===== src/rtl/core/nt2d_pkg.sv =====
// package for number_to_text_digits: modes, fsm states, character codes
`default_nettype none

package nt2d_pkg;

  // radix modes carried in the command field
  typedef enum logic [1:0] {
    CMD_UDEC = 2'd0,
    CMD_SDEC = 2'd1,
    CMD_HEX  = 2'd2,
    CMD_BIN  = 2'd3
  } cmd_e;

  // sequencer states
  typedef enum logic [1:0] {
    ST_IDLE  = 2'd0,
    ST_CONV  = 2'd1,
    ST_ALIGN = 2'd2,
    ST_EMIT  = 2'd3
  } state_e;

  // ascii codes
  localparam logic [6:0] CH_ZERO     = 7'h30;
  localparam logic [6:0] CH_LETTER_A = 7'h41;
  localparam logic [6:0] CH_PLUS     = 7'h2B;
  localparam logic [6:0] CH_MINUS    = 7'h2D;

  // digit count limits per mode
  localparam logic [5:0] MAXD_DEC = 6'd10;
  localparam logic [5:0] MAXD_HEX = 6'd8;
  localparam logic [5:0] MAXD_BIN = 6'd32;

  // panel size defaults in pixels
  localparam int unsigned DISPLAY_WIDTH_DEF  = 128;
  localparam int unsigned DISPLAY_HEIGHT_DEF = 64;

endpackage

`default_nettype wire


===== src/rtl/core/number_to_text_digits.sv =====
// number to ascii text converter, one character transaction per digit, plus a sign in signed decimal mode
//
// channel  direction  signals                      payload
// s_axis   in         tvalid tready tdata[47:0]    command, value, digit_count,
//                                                  text_line, first_column
// m_axis   out        tvalid tready tdata[15:0]    char_code, out_line, out_column
//                     tuser[0] tlast               on_screen, last_char
//
// sequence: decimal modes run bit-serial double dabble, then
//   (10 - digits) alignment shifts; hex takes (8 - digits), binary (32 - digits)
//   alignment shifts; then each character (a sign in signed decimal mode, then the
//   digits) is loaded into the output register whenever it is free.
// one number is processed at a time; the next one is taken once the last
// character sits in the output register.
// reset is asynchronous active low and returns the sequencer to idle.
// a stalled output register holds the sequencer in the emit state.
`default_nettype none

module number_to_text_digits
  import nt2d_pkg::*;
#(
  parameter int unsigned DISPLAY_WIDTH  = DISPLAY_WIDTH_DEF,
  parameter int unsigned DISPLAY_HEIGHT = DISPLAY_HEIGHT_DEF
) (
  input  wire logic        clk_i,
  input  wire logic        rst_ni,
  input  wire logic        s_axis_tvalid_i,
  output logic             s_axis_tready_o,
  // command[1:0], value[33:2], digit_count[39:34], text_line[42:40],
  // first_column[47:43]
  input  wire logic [47:0] s_axis_tdata_i,
  output logic             m_axis_tvalid_o,
  input  wire logic        m_axis_tready_i,
  // char_code[6:0], out_line[9:7], out_column[15:10]
  output logic [15:0]      m_axis_tdata_o,
  // on_screen[0]
  output logic [0:0]       m_axis_tuser_o,
  output logic             m_axis_tlast_o
);

  localparam int unsigned LINE_LIM = DISPLAY_HEIGHT / 8;
  localparam int unsigned COL_LIM  = DISPLAY_WIDTH;

  state_e      state_q, state_d;
  cmd_e        mode_q, mode_d;
  logic [39:0] sr_q, sr_d;          // bcd / digit shift register
  logic [31:0] bin_q, bin_d;        // binary source for double dabble
  logic [4:0]  bit_cnt_q, bit_cnt_d;
  logic [4:0]  skip_q, skip_d;
  logic [5:0]  remain_q, remain_d;
  logic        sign_pend_q, sign_pend_d;
  logic        neg_q, neg_d;
  logic [2:0]  line_q, line_d;
  logic [5:0]  col_q, col_d;

  logic        out_valid_q, out_valid_d;
  logic [6:0]  out_code_q, out_code_d;
  logic [2:0]  out_line_q, out_line_d;
  logic [5:0]  out_col_q, out_col_d;
  logic        out_vis_q, out_vis_d;
  logic        out_last_q, out_last_d;

  // input fields
  cmd_e        in_cmd;
  logic [31:0] in_value;
  logic [5:0]  in_count;
  logic [2:0]  in_line;
  logic [4:0]  in_col;
  logic [5:0]  maxd;
  logic [5:0]  cnt_clamp;
  logic        in_neg;
  logic        s_hs;
  logic        out_free;

  // datapath helpers
  logic [39:0] dabble;
  logic [3:0]  top_digit;
  logic [6:0]  digit_code;
  logic        cell_vis;
  logic [31:0] line_ext;
  logic [31:0] col_ext;

  assign in_cmd   = cmd_e'(s_axis_tdata_i[1:0]);
  assign in_value = s_axis_tdata_i[33:2];
  assign in_count = s_axis_tdata_i[39:34];
  assign in_line  = s_axis_tdata_i[42:40];
  assign in_col   = s_axis_tdata_i[47:43];
  assign in_neg   = (in_cmd == CMD_SDEC) && in_value[31];

  assign s_axis_tready_o = (state_q == ST_IDLE);
  assign s_hs            = s_axis_tvalid_i && s_axis_tready_o;
  assign out_free        = !out_valid_q || m_axis_tready_i;

  // digit count clamp per mode
  always_comb begin
    unique case (in_cmd)
      CMD_HEX: maxd = MAXD_HEX;
      CMD_BIN: maxd = MAXD_BIN;
      default: maxd = MAXD_DEC;
    endcase
    if (in_count == 6'd0) begin
      cnt_clamp = 6'd1;
    end else if (in_count > maxd) begin
      cnt_clamp = maxd;
    end else begin
      cnt_clamp = in_count;
    end
  end

  // add-3 correction on each bcd digit before the shift
  always_comb begin
    for (int i = 0; i < 10; i++) begin
      if (sr_q[4*i +: 4] >= 4'd5) begin
        dabble[4*i +: 4] = sr_q[4*i +: 4] + 4'd3;
      end else begin
        dabble[4*i +: 4] = sr_q[4*i +: 4];
      end
    end
  end

  // top digit of the shift register and its character
  always_comb begin
    if (mode_q == CMD_BIN) begin
      top_digit = {3'b000, sr_q[39]};
    end else begin
      top_digit = sr_q[39:36];
    end
    if (top_digit < 4'd10) begin
      digit_code = CH_ZERO + {3'b000, top_digit};
    end else begin
      digit_code = CH_LETTER_A + {3'b000, top_digit} - 7'd10;
    end
  end

  // on-screen check of the current cell
  always_comb begin
    line_ext = {29'd0, line_q};
    col_ext  = {26'd0, col_q};
    cell_vis = (line_q != 3'd0) && (col_q != 6'd0) &&
               ((((line_ext - 32'd1) << 1) + 32'd1) < 32'(LINE_LIM)) &&
               (((col_ext - 32'd1) << 3) < 32'(COL_LIM));
  end

  // next state
  always_comb begin
    state_d = state_q;
    unique case (state_q)
      ST_IDLE: begin
        if (s_hs) begin
          if (in_cmd == CMD_HEX || in_cmd == CMD_BIN) begin
            state_d = ST_ALIGN;
          end else begin
            state_d = ST_CONV;
          end
        end
      end
      ST_CONV: begin
        if (bit_cnt_q == 5'd31) begin
          state_d = ST_ALIGN;
        end
      end
      ST_ALIGN: begin
        if (skip_q == 5'd0) begin
          state_d = ST_EMIT;
        end
      end
      ST_EMIT: begin
        if (out_free && !sign_pend_q && remain_q == 6'd1) begin
          state_d = ST_IDLE;
        end
      end
      default: state_d = ST_IDLE;
    endcase
  end

  // datapath and output register next values
  always_comb begin
    mode_d      = mode_q;
    sr_d        = sr_q;
    bin_d       = bin_q;
    bit_cnt_d   = bit_cnt_q;
    skip_d      = skip_q;
    remain_d    = remain_q;
    sign_pend_d = sign_pend_q;
    neg_d       = neg_q;
    line_d      = line_q;
    col_d       = col_q;
    out_valid_d = out_valid_q && !m_axis_tready_i;
    out_code_d  = out_code_q;
    out_line_d  = out_line_q;
    out_col_d   = out_col_q;
    out_vis_d   = out_vis_q;
    out_last_d  = out_last_q;
    unique case (state_q)
      ST_IDLE: begin
        if (s_hs) begin
          mode_d      = in_cmd;
          neg_d       = in_neg;
          sign_pend_d = (in_cmd == CMD_SDEC);
          bin_d       = in_neg ? (32'd0 - in_value) : in_value;
          sr_d        = {in_value, 8'd0};
          bit_cnt_d   = 5'd0;
          skip_d      = 5'(maxd - cnt_clamp);
          remain_d    = cnt_clamp;
          line_d      = in_line;
          col_d       = {1'b0, in_col};
          if (in_cmd != CMD_HEX && in_cmd != CMD_BIN) begin
            sr_d = 40'd0;
          end
        end
      end
      ST_CONV: begin
        sr_d      = {dabble[38:0], bin_q[31]};
        bin_d     = {bin_q[30:0], 1'b0};
        bit_cnt_d = bit_cnt_q + 5'd1;
      end
      ST_ALIGN: begin
        if (skip_q != 5'd0) begin
          skip_d = skip_q - 5'd1;
          if (mode_q == CMD_BIN) begin
            sr_d = {sr_q[38:0], 1'b0};
          end else begin
            sr_d = {sr_q[35:0], 4'd0};
          end
        end
      end
      ST_EMIT: begin
        if (out_free) begin
          out_valid_d = 1'b1;
          out_line_d  = line_q;
          out_col_d   = col_q;
          out_vis_d   = cell_vis;
          col_d       = col_q + 6'd1;
          if (sign_pend_q) begin
            sign_pend_d = 1'b0;
            out_code_d  = neg_q ? CH_MINUS : CH_PLUS;
            out_last_d  = 1'b0;
          end else begin
            out_code_d = digit_code;
            out_last_d = (remain_q == 6'd1);
            remain_d   = remain_q - 6'd1;
            if (mode_q == CMD_BIN) begin
              sr_d = {sr_q[38:0], 1'b0};
            end else begin
              sr_d = {sr_q[35:0], 4'd0};
            end
          end
        end
      end
      default: ;
    endcase
  end

  // control registers
  always_ff @(posedge clk_i or negedge rst_ni) begin
    if (!rst_ni) begin
      state_q     <= ST_IDLE;
      out_valid_q <= 1'b0;
      sign_pend_q <= 1'b0;
      remain_q    <= 6'd0;
      skip_q      <= 5'd0;
      bit_cnt_q   <= 5'd0;
      mode_q      <= CMD_UDEC;
    end else begin
      state_q     <= state_d;
      out_valid_q <= out_valid_d;
      sign_pend_q <= sign_pend_d;
      remain_q    <= remain_d;
      skip_q      <= skip_d;
      bit_cnt_q   <= bit_cnt_d;
      mode_q      <= mode_d;
    end
  end

  // payload registers
  always_ff @(posedge clk_i) begin
    sr_q       <= sr_d;
    bin_q      <= bin_d;
    neg_q      <= neg_d;
    line_q     <= line_d;
    col_q      <= col_d;
    out_code_q <= out_code_d;
    out_line_q <= out_line_d;
    out_col_q  <= out_col_d;
    out_vis_q  <= out_vis_d;
    out_last_q <= out_last_d;
  end

  // output transaction
  assign m_axis_tvalid_o = out_valid_q;
  assign m_axis_tdata_o  = {out_col_q, out_line_q, out_code_q};
  assign m_axis_tuser_o  = out_vis_q;
  assign m_axis_tlast_o  = out_last_q;

endmodule

`default_nettype wire

===== config.mk =====
export PLATFORM = sky130hd
export DESIGN_NAME = number_to_text_digits
export DESIGN_NICKNAME = d
export VERILOG_FILES = /design/src/rtl/core/nt2d_pkg.sv /design/src/rtl/core/number_to_text_digits.sv
export SDC_FILE = /design/constraint.sdc
export NUM_CORES = 1
export LEC_CHECK = 0
export BUFFER_PORTS_ARGS = -buffer_cell sky130_fd_sc_hd__buf_2
export CORE_UTILIZATION = 56
export CTS_BUF_LIST = sky130_fd_sc_hd__clkbuf_8
export CTS_CLUSTER_DIAMETER = 80
export DETAILED_ROUTE_END_ITERATION = 10
export PLACE_DENSITY = 0.83
export SYNTH_ARGS = -nofsm -noshare
export SYNTH_HDL_FRONTEND = slang
export SYNTH_SLANG_ARGS = --single-unit
export TNS_END_PERCENT = 100

===== constraint.sdc =====
create_clock -name clk_i -period 3.2 [get_ports clk_i]
set_input_delay 0.32 -clock clk_i [delete_from_list [all_inputs] [get_ports clk_i]]
set_output_delay 0.32 -clock clk_i [all_outputs]
set_load 0.02 [all_outputs]

==> run summary, run 1 <==
Synthesized area: 0.00830 mm²
Crit-path cells: buf_2 > nand2_1 > ha_4 > nand2b_1 > a221oi_1 > o21ai_0 > mux2i_1 > fa_1 > and2_1 > a222oi_1 > o221ai_1 > xnor2_1 > a21oi_1
GPL Wtd Cong: 0.912
Share of cells above drive strength 1: 16.1%
Tmin final: 2750 ps
WL/cell: 17.5 µm
Worst R2R Path Depth: 6
CTS clk-pin slew, worst paths: 80 ps
Most used flip-flop cell after synthesis: edfxtp_1
Max stage delay on crit path: 510 ps
Area of the multi-input gates: 0.00440 mm²
Initial core utilization: 57.3%
Clock root buffer: clkbuf_8
Avg Cell Area, Syn: 9.27 µm²
Via count: 7244
Yosys top cell by area: edfxtp_1
Total wire length: 20400 µm
CP max stage cell: fa_1
Terminus of the critical flop-to-flop path: remain_q[3]
Clock sink count: 122
Worst Setup SP: s_axis_tdata_i[1]
Post-synth top area share: 36.2%
Worst Path Required: 3540 ps
Port-buffer cells: 71
Die area: 0.0153 mm²
Max Fclk: 364 MHz
Diode count: 0
Leak: 3.62 nW
Syn Inst Count: 895
Grt total ovfl: 0
Synth unique cells: 65
Ranking of synthesized cells by area: edfxtp_1, dfrtp_1, a21oi_1
Syn nets: 986
First-pass GRT wire length: 33400 µm
Critical path class: in -> reg
Tot GR Track Use: 28.5%
Max-cap viol count: 0
Vias/cell: 6.22
Internal power: 4.96 mW
DRC viols: 0
Antenna violations before repair: 0
Fillcell total: 1166
Post-synthesis register bit count: 122
Post-DP HPWL: 13800 µm
Min-delay src: s_axis_tdata_i[41]
Post-synth top cells: nand2_1, edfxtp_1, a21oi_1, o21ai_0, nor2_1
Tcrit/Tclk final: 85.8%
Slew headroom: 54.2%
Post-synthesis sequential area ratio: 42.8%
Die extent in x: 124 µm
Row cnt: 44
R2R Path Start: state_q[1]
Yosys warning count: 0
Post-CTS setup repair buffer count: 0
Register share of total power: 37.2%
RSZ-0062 raised after global routing: no
Hold Path Class: in -> reg
CTS tree: yes
Number of global-route vias before repair: 6696
CP startpoint kind: input port
DP Area: 0.00896 mm²
Initial drt markers: 735
P&R area growth vs syn: 12.6%
Reg2Reg Setup Slack: 720 ps
Pwr dens: 937 mW/mm²
Switch Pwr: 3.80 mW
Slew at the pin with the worst max-slew slack: 686 ps
Final-report hold violation count: 0
Worst setup EP type: flip-flop
I/O pins: 72
Peak supply drop: 0.000498 V
Sw frac: 43.4%
Most common cell in the netlist: nand2_1
Worst Path Max Fanout: 9
Setup violations, final: 0
Clock Latency Late Sink: 470 ps
Finished layout cell area: 0.00935 mm²
Total power: 8.77 mW
DIE HEIGHT: 124 µm
Num CTS Buffers: 17
Largest net degree at the start of global routing: 70
Seq. cell area: 0.00355 mm²
Fin. max-slew vios: 0
Share of synthesized registers carrying an async set or reset: 18.0%
H-tree level count: 4
Clock Skew: 8.91 ps
Max clock buf depth: 2
Hold path endpoint: line_q[1]
Core ar.: 0.0145 mm²
Outcome: finished, final reports clean
Post-synth EDFFs: 100
DR pass1 iterations: 5
Arr. time, crit path: 3090 ps
Logic pwr share: 47.5%
Setup TNS: 0 ps
Antenna-violating nets left: 0
Fin nets: 1059
Clock network power share: 15.3%
Worst hold stages: 1
-- cell usage in the layout, fill, tap and decap left out, drive strengths merged, types with 7 or more instances in the layout --
cell / netlist / routed
a31oi: 12 / 12
nor2: 51 / 51
buf: 3 / 100
o31ai: 9 / 9
mux2: 7 / 7
o21ai: 71 / 71
nor2b: 11 / 11
nand2b: 21 / 21
xor2: 18 / 18
a21oi: 96 / 96
ha: 38 / 38
dfrtp: 22 / 22
nand3: 17 / 17
or3: 8 / 8
nor3: 11 / 11
or4: 7 / 7
inv: 48 / 52
edfxtp: 100 / 100
o22ai: 11 / 11
a22o: 8 / 8
clkinv: 2 / 8
mux2i: 33 / 33
clkbuf: 44 / 17
nand2: 104 / 104
nor3b: 16 / 16
xnor2: 29 / 29
-- kinds of logic (layout without fill, tap and decap cells) --
group | count (synthesis) | count (layout) | share of synthesized area (%)
buffers and inverters | 97 | 183 | 4.48
flip-flops | 122 | 122 | 42.8
multiplexers | 40 | 40 | 4.93
AO/OA/AOI/OAI | 267 | 267 | 19.9
XOR/XNOR | 47 | 47 | 4.96
adder cells (fa/ha/maj) | 39 | 39 | 5.97
AND/OR/NAND/NOR | 283 | 283 | 17.0
-- flip-flops by register name, indices dropped and copies added (netlist names) --
name and cells:
out_code_q 7, bit_cnt_q 5, bin_q 32, m_axis_tlast_o 1
sign_pend_q 1, remain_q 6, skip_q 5, col_q 6
m_axis_tvalid_o 1, line_q 3, out_line_q 3, mode_q 2
sr_q 40, neg_q 1, out_col_q 6, m_axis_tuser_o 1
state_q 2
-- metal layers --
metal	vias up	routed length [µm]	global-route usage, %
li1	3444	-	-
met1	3446	9070	41.2
met2	318	9320	42.4
met3	36	1640	6.04
met4	0	344	9.71
met5	-	0	0
-- layout make-up --
cell class / count / area share, %
Clock buffer: 17 / 2.50
Multi-Input combinational cell: 676 / 47.1
Tap cell: 184 / 2.46
Inverter: 50 / 2.02
Clock inverter: 15 / 1.54
Timing Repair Buffer: 101 / 6.37
Sequential cell: 122 / 38.0
-- power by group through the flow --
| stage | sequential [mW] | combinational [mW] | clock (mW) |
|---|---|---|---|
| finish | 3.26 | 4.16 | 1.34 |
| global route | 3.36 | 4.65 | 1.41 |
| CTS | 3.25 | 4.13 | 1.35 |
| floorplan | 3.22 | 3.00 | 0 |
| global placement | 3.25 | 3.97 | 0 |
| detailed placement | 3.28 | 4.10 | 0 |
-- timing repair --
action                     in CTS  in global routing
hold endpoints to repair       22                  0
setup endpoints to repair       0                  0
resized for setup               0                  0
hold buffers                    1                  0
-- critical path, delay by kind of cell --
family	cells	cell delay (ps)
AOI/OAI and AO/OA	5	1080
muxes	1	190
and+or+nand+nor	3	380
adders and majority gates	2	830
buffers and inverters	1	120
xor gates and xnor gates	1	170
-- how the worst max path moves through the flow --
stage / end / slack [ps] / depth (start not counted)
floorplan: skip_q[4] / 40 / 13
global placement: skip_q[4] / 110 / 13
detailed placement: skip_q[4] / 2 / 13
CTS: skip_q[4] / 480 / 13
global route: skip_q[4] / 180 / 13
finish: skip_q[4] / 450 / 13
-- through the flow --
step / instances / worst slack [ps] / utilization [%] / hold WS, ps
4_1_cts: 1165 / 485 / 64.6 / 5.46
6_report: 1165 / 453 / 64.6 / 28.1
2_1_floorplan: 895 / 44.7 / - / 24.4
3_5_place_dp: 1132 / 2.30 / 61.9 / 326
5_1_grt: 1165 / 179 / 64.6 / 8.82
3_3_place_gp: 1132 / 109 / 61.9 / 315
Note: power is estimated with default switching activity, not from simulation.
==> run 2, diff against run 1 <==
- ABC_AREA: not set -> 1
==> run 2 against run 1 <==
First-iteration DRC count is 24% higher. Design area is 1.9% lower. Clock power is 6% lower. Largest power group unchanged. Final cell count is 13% higher.
==> run summary, run 2 <==
Total wire length: 20000 µm
Syn nets: 1138
Die extent in x: 123 µm
Final std cells w/o fill: 1312
Largest register FFs: 40
Synth unique cells: 49
Setup TNS: 0 ps
Most frequent cells in the layout: nand2_1, o21ai_0, inv_1
Initial core utilization: 58.4%
Post-synthesis sequential area ratio: 43.2%
Worst Path Required: 3480 ps
Post-synthesis register bit count: 122
Switch Pwr: 3.99 mW
Max-cap viol count: 0
Ranking of synthesized cells by area: edfxtp_1, nand2_1, o21ai_0
Slew at the pin with the worst max-slew slack: 845 ps
Via count: 7551
Clock Skew: 9.57 ps
Post-CTS setup repair buffer count: 0
Fin nets: 1210
CTS tree: yes
Clock sink count: 122
Setup violations, final: 0
Max Fclk: 402 MHz
Logic pwr share: 48.3%
Worst setup EP type: flip-flop
Max clock buf depth: 2
Clock network power share: 14.4%
Critical path class: reg -> reg
First-pass GRT wire length: 32700 µm
Yosys top cell by area: edfxtp_1
Antenna violations before repair: 0
Hold slack: 47.2 ps
Internal power: 4.74 mW
Most common cell in the netlist: nand2_1
CP startpoint kind: flip-flop
Register share of total power: 37.4%
Clock Latency Late Sink: 450 ps
DRC viols: 0
Antenna-violating nets left: 0
Share of synthesized registers carrying an async set or reset: 18.0%
DIE HEIGHT: 123 µm
Tot GR Track Use: 27.8%
Initial drt markers: 911
Die area: 0.0152 mm²
Post_cts resized: 0
Vias/cell: 5.76
Arr. time, crit path: 2770 ps
Tcrit/Tclk final: 77.8%
Placed insts: 1279
RSZ-0062 raised after global routing: no
Outcome: finished, final reports clean
Worst Path Max Fanout: 11
Most used flip-flop cell after synthesis: edfxtp_1
Avg Cell Area, Syn: 7.86 µm²
Synthesized area: 0.00823 mm²
Largest Register: sr_q
Fin. max-slew vios: 0
Post-synth top cells: nand2_1, o21ai_0, inv_1, nor2_1, edfxtp_1
CTS clk-pin slew, worst paths: 80 ps
P&R area growth vs syn: 11.4%
I/O pins: 72
Post-synth top area share: 36.5%
Num CTS Buffers: 17
Row cnt: 43
Clock root buffer: clkbuf_8
GPL Wtd Cong: 0.914
Pwr dens: 953 mW/mm²
Grt total ovfl: 0
Port-buffer cells: 71
Diode count: 0
Post-synth EDFFs: 100
Tmin final: 2490 ps
Largest net degree at the start of global routing: 53
Number of global-route vias before repair: 6931
Syn Inst Count: 1047
Yosys warning count: 0
DR pass1 iterations: 6
Final-report hold violation count: 0
Hold Path Class: in -> reg
Core ar.: 0.0141 mm²
Most common cell after layout, fill and taps aside: nand2_1
Biggest regs: sr_q: 40 flops, bin_q: 32 flops, out_code_q: 7 flops
WL/cell: 15.2 µm
Post-DP HPWL: 13900 µm
H-tree level count: 4
Slew headroom: 43.5%
Peak supply drop: 0.000557 V
Fillcell total: 1190
Sw frac: 45.7%
Leak: 4.06 nW
Share of cells above drive strength 1: 13.8%
run 2: cell types whose count changed in the layout (fill, tap and decap cells not counted), sizes merged, moves of 21 or more:
cell	delta
nand2	+105
inv	+95
o21ai	+75
nor2	+68
nand3	+38
mux2i	-33
xnor2	-27
nand2b	-21
run 2: through the flow:
stage / utilization (%) / instance area (µm²) / setup WS, ps / power, mW
6_report: 65.1 / 9170 / 710 / 8.74
5_1_grt: 65.1 / 9170 / 489 / 9.45
4_1_cts: 65.1 / 9170 / 732 / 8.70
3_5_place_dp: 62.4 / 8800 / 404 / 7.42
3_3_place_gp: 62.4 / 8800 / 471 / 7.26
2_1_floorplan: - / 8230 / 160 / 6.24
run 2: layout make-up:
cell class	instances	area (µm²)	area share (%)
inverters	145	544	5.93
flip-flops and latches	122	3550	38.7
well taps	180	225	2.46
clock inverters	14	115	1.26
repair buffers	87	490	5.35
clock buffers	18	248	2.70
multi-input cells	746	4000	43.6
run 2: routing by layer:
layer / vias to the layer above / global-route usage (%) / wire length [µm]
met1: 3462 / 38.3 / 8790
met4: 0 / 9.86 / 368
li1: 3688 / - / -
met3: 34 / 6.13 / 1700
met2: 367 / 43.3 / 9130
met5: - / 0 / 0
run 2: repair_timing:
item	in CTS	in global routing
endpoints found under the hold margin	22	0
endpoints found under the setup margin	0	0
hold buffers	1	0
run 2: cell families after synthesis:
kind of cell               after synthesis  share of synthesized area (%)
AOI/OAI and AO/OA                      273                           18.4
buffers and inverters                  179                           8.44
and+or+nand+nor                        414                           21.8
DFF                                    122                           43.2
xor gates and xnor gates                20                           2.13
adders and majority gates               39                           6.02
run 2: worst max-delay path: stages, from the launching register on:
cell and delay (ps):
dfrtp_1 410, inv_1 120, ha_1 360, nor2_1 130, buf_4 210, nor2_1 650
o21ai_0 210, o221ai_1 220
run 2: power groups by stage:
| stage | registers (mW) | clock network (mW) | logic, mW |
|---|---|---|---|
| after floorplan | 3.29 | 0 | 2.94 |
| after global placement | 3.26 | 0 | 4.00 |
| after detailed placement | 3.28 | 0 | 4.14 |
| after CTS | 3.25 | 1.27 | 4.17 |
| after global routing | 3.35 | 1.33 | 4.77 |
| final | 3.26 | 1.26 | 4.22 |
run 2: worst paths after layout:
path | depth (start not counted) | start | endpoint | slack, ps
worst max-delay path | 7 | state_q[0] | sr_q[33] | 710
worst max register to register | 7 | state_q[0] | sr_q[33] | 710
min in group asynchronous | 2 | rst_ni | skip_q[4] | 360
worst min-delay path | 1 | s_axis_tdata_i[41] | line_q[1] | 50
max in group asynchronous | 2 | rst_ni | bit_cnt_q[3] | 2470
worst min register to register | 0 | line_q[0] | out_line_q[0] | 460
==> run 3, diff against run 2 <==
- PLACE_DENSITY: 0.83 -> 0.8
- clock period: 3.2 -> 2.4 ns (I/O delays scaled with it)
==> run 3 against run 2 <==
Flip-flop and latch count unchanged. Critical path type unchanged. Clock power increased by 43%. First-iteration DRC count decreased by 21%. Highest routed layer unchanged. Die area unchanged. Global-route usage increased by 0.43 points. Worst hold slack got worse by 6.5 ps. Routed wire length decreased by 0.64%. Worst setup slack got worse by 470 ps. Critical endpoint is now sr_q[29]. Combinational power increased by 36%. Largest cell class unchanged. Power increased by 36%.
==> run summary, run 3 (synthesis gave the netlist of run 2 again) <==
Post-CTS setup repair buffer count: 0
Critical path class: reg -> reg
Area of the multi-input gates: 0.00400 mm²
Slew at the pin with the worst max-slew slack: 780 ps
Via count: 7498
Setup violations, final: 0
Peak supply drop: 0.000677 V
Largest net degree at the start of global routing: 53
DIE HEIGHT: 123 µm
Die area: 0.0152 mm²
First-pass GRT wire length: 32900 µm
Post-DP HPWL: 14000 µm
Grt total ovfl: 0
Worst Path Required: 2690 ps
Seq. cell area: 0.00355 mm²
Max Fclk: 463 MHz
Initial drt markers: 717
CP startpoint kind: flip-flop
Worst Path Max Fanout: 11
Row cnt: 43
Largest Register: sr_q
Num CTS Buffers: 17
Antenna-violating nets left: 0
DRC viols: 0
I/O pins: 72
Most frequent cells in the layout: nand2_1, o21ai_0, inv_1
Slew headroom: 47.8%
Most common cell after layout, fill and taps aside: nand2_1
WL/cell: 14.9 µm
Setup Slack @ Placement: -49.8 ps
Vias/cell: 5.62
Max-cap viol count: 0
Leak: 4.19 nW
Antenna violations before repair: 0
Clock Skew: 17.2 ps
Final-report hold violation count: 0
Tcrit/Tclk final: 90.1%
Hold Path Class: in -> reg
Port-buffer cells: 71
P&R area growth vs syn: 14.1%
Clock root buffer: clkbuf_8
Final setup margin: 239 ps
Tot GR Track Use: 28.3%
Max clock buf depth: 2
Fillcell total: 1164
Number of global-route vias before repair: 6880
Clock Latency Late Sink: 460 ps
Fin nets: 1231
Total power: 11.9 mW
Total wire length: 19900 µm
Fin. max-slew vios: 0
Biggest regs: sr_q: 40 flops, bin_q: 32 flops, out_code_q: 7 flops
Arr. time, crit path: 2450 ps
CTS tree: yes
Tmin final: 2160 ps
H-tree level count: 4
Largest register FFs: 40
Die extent in x: 123 µm
Pwr dens: 1270 mW/mm²
CTS clk-pin slew, worst paths: 80 ps
Initial core utilization: 58.4%
RSZ-0062 raised after global routing: no
Core ar.: 0.0141 mm²
Worst setup EP type: flip-flop
DR pass1 iterations: 5
Setup TNS: 0 ps
Outcome: finished, final reports clean
Share of cells above drive strength 1: 15.2%
GPL Wtd Cong: 0.911
Clock sink count: 122
Diode count: 0
==> run 3: cell types whose count changed in the layout (fill, tap and decap cells not counted), moves of 2 or more <==
cell | previous run | this run
buf_4 | 14 | 30
dlygate4sd3_1 | 1 | 4
buf_12 | 1 | 3
bufinv_16 | 0 | 2
clkinv_2 | 1 | 3
clkinv_4 | 4 | 2
==> run 3: path summary, 6_finish.rpt <==
kind,start,to,slack [ps],depth (start not counted)
setup / recovery,state_q[0],sr_q[29],240,7
hold / removal,s_axis_tdata_i[44],col_q[1],40,3
setup reg to reg,state_q[0],sr_q[29],240,7
hold reg to reg,line_q[0],out_line_q[0],450,0
max in group asynchronous,rst_ni,mode_q[1],1740,2
min in group asynchronous,rst_ni,skip_q[4],280,2
==> run 3: power by group <==
part	switching (mW)	leakage, nW	internal (mW)
logic	3.80	2.73	1.93
clock network	0.887	0.186	0.917
registers	0.606	1.27	3.73
==> run 3: cell type report <==
type	count	share of cell area [%]
clock inverter	15	1.61
timing repair buffer	108	7.25
clock buffer	17	2.49
tap	180	2.40
inverter	145	5.80
multi-input combinational	746	42.6
sequential	122	37.9
==> run 3: per-stage QoR <==
stage	hold slack, ps	instance area (µm²)	utilization, %	cells
6_report	40.8	9390	66.6	1333
5_1_grt	62.9	9390	66.6	1333
4_1_cts	25.7	9390	66.6	1333
3_5_place_dp	244	8960	63.6	1297
3_3_place_gp	243	8960	63.6	1297
2_1_floorplan	-55.6	8240	-	1047
==> run 3: metal layers <==
layer	vias to the layer above	share of wire (%)	global-route usage, %
met1	3454	46	39.1
met4	0	1.6	9.71
met5	-	0	0
met3	26	6.7	6.04
li1	3738	-	-
met2	280	46	44.0
==> run 3: worst max-delay path: stages (launching register included) <==
cell      delay [ps]
dfrtp_1          410
inv_1            110
ha_1             170
nor2_1           100
buf_4            170
nor2_1           590
o21ai_0          200
o221ai_1         230
==> run 3: repair_timing <==
action / in CTS / in global routing
endpoints found under the hold margin: 25 / 0
resized for setup: 0 / 0
hold buffers: 4 / 0
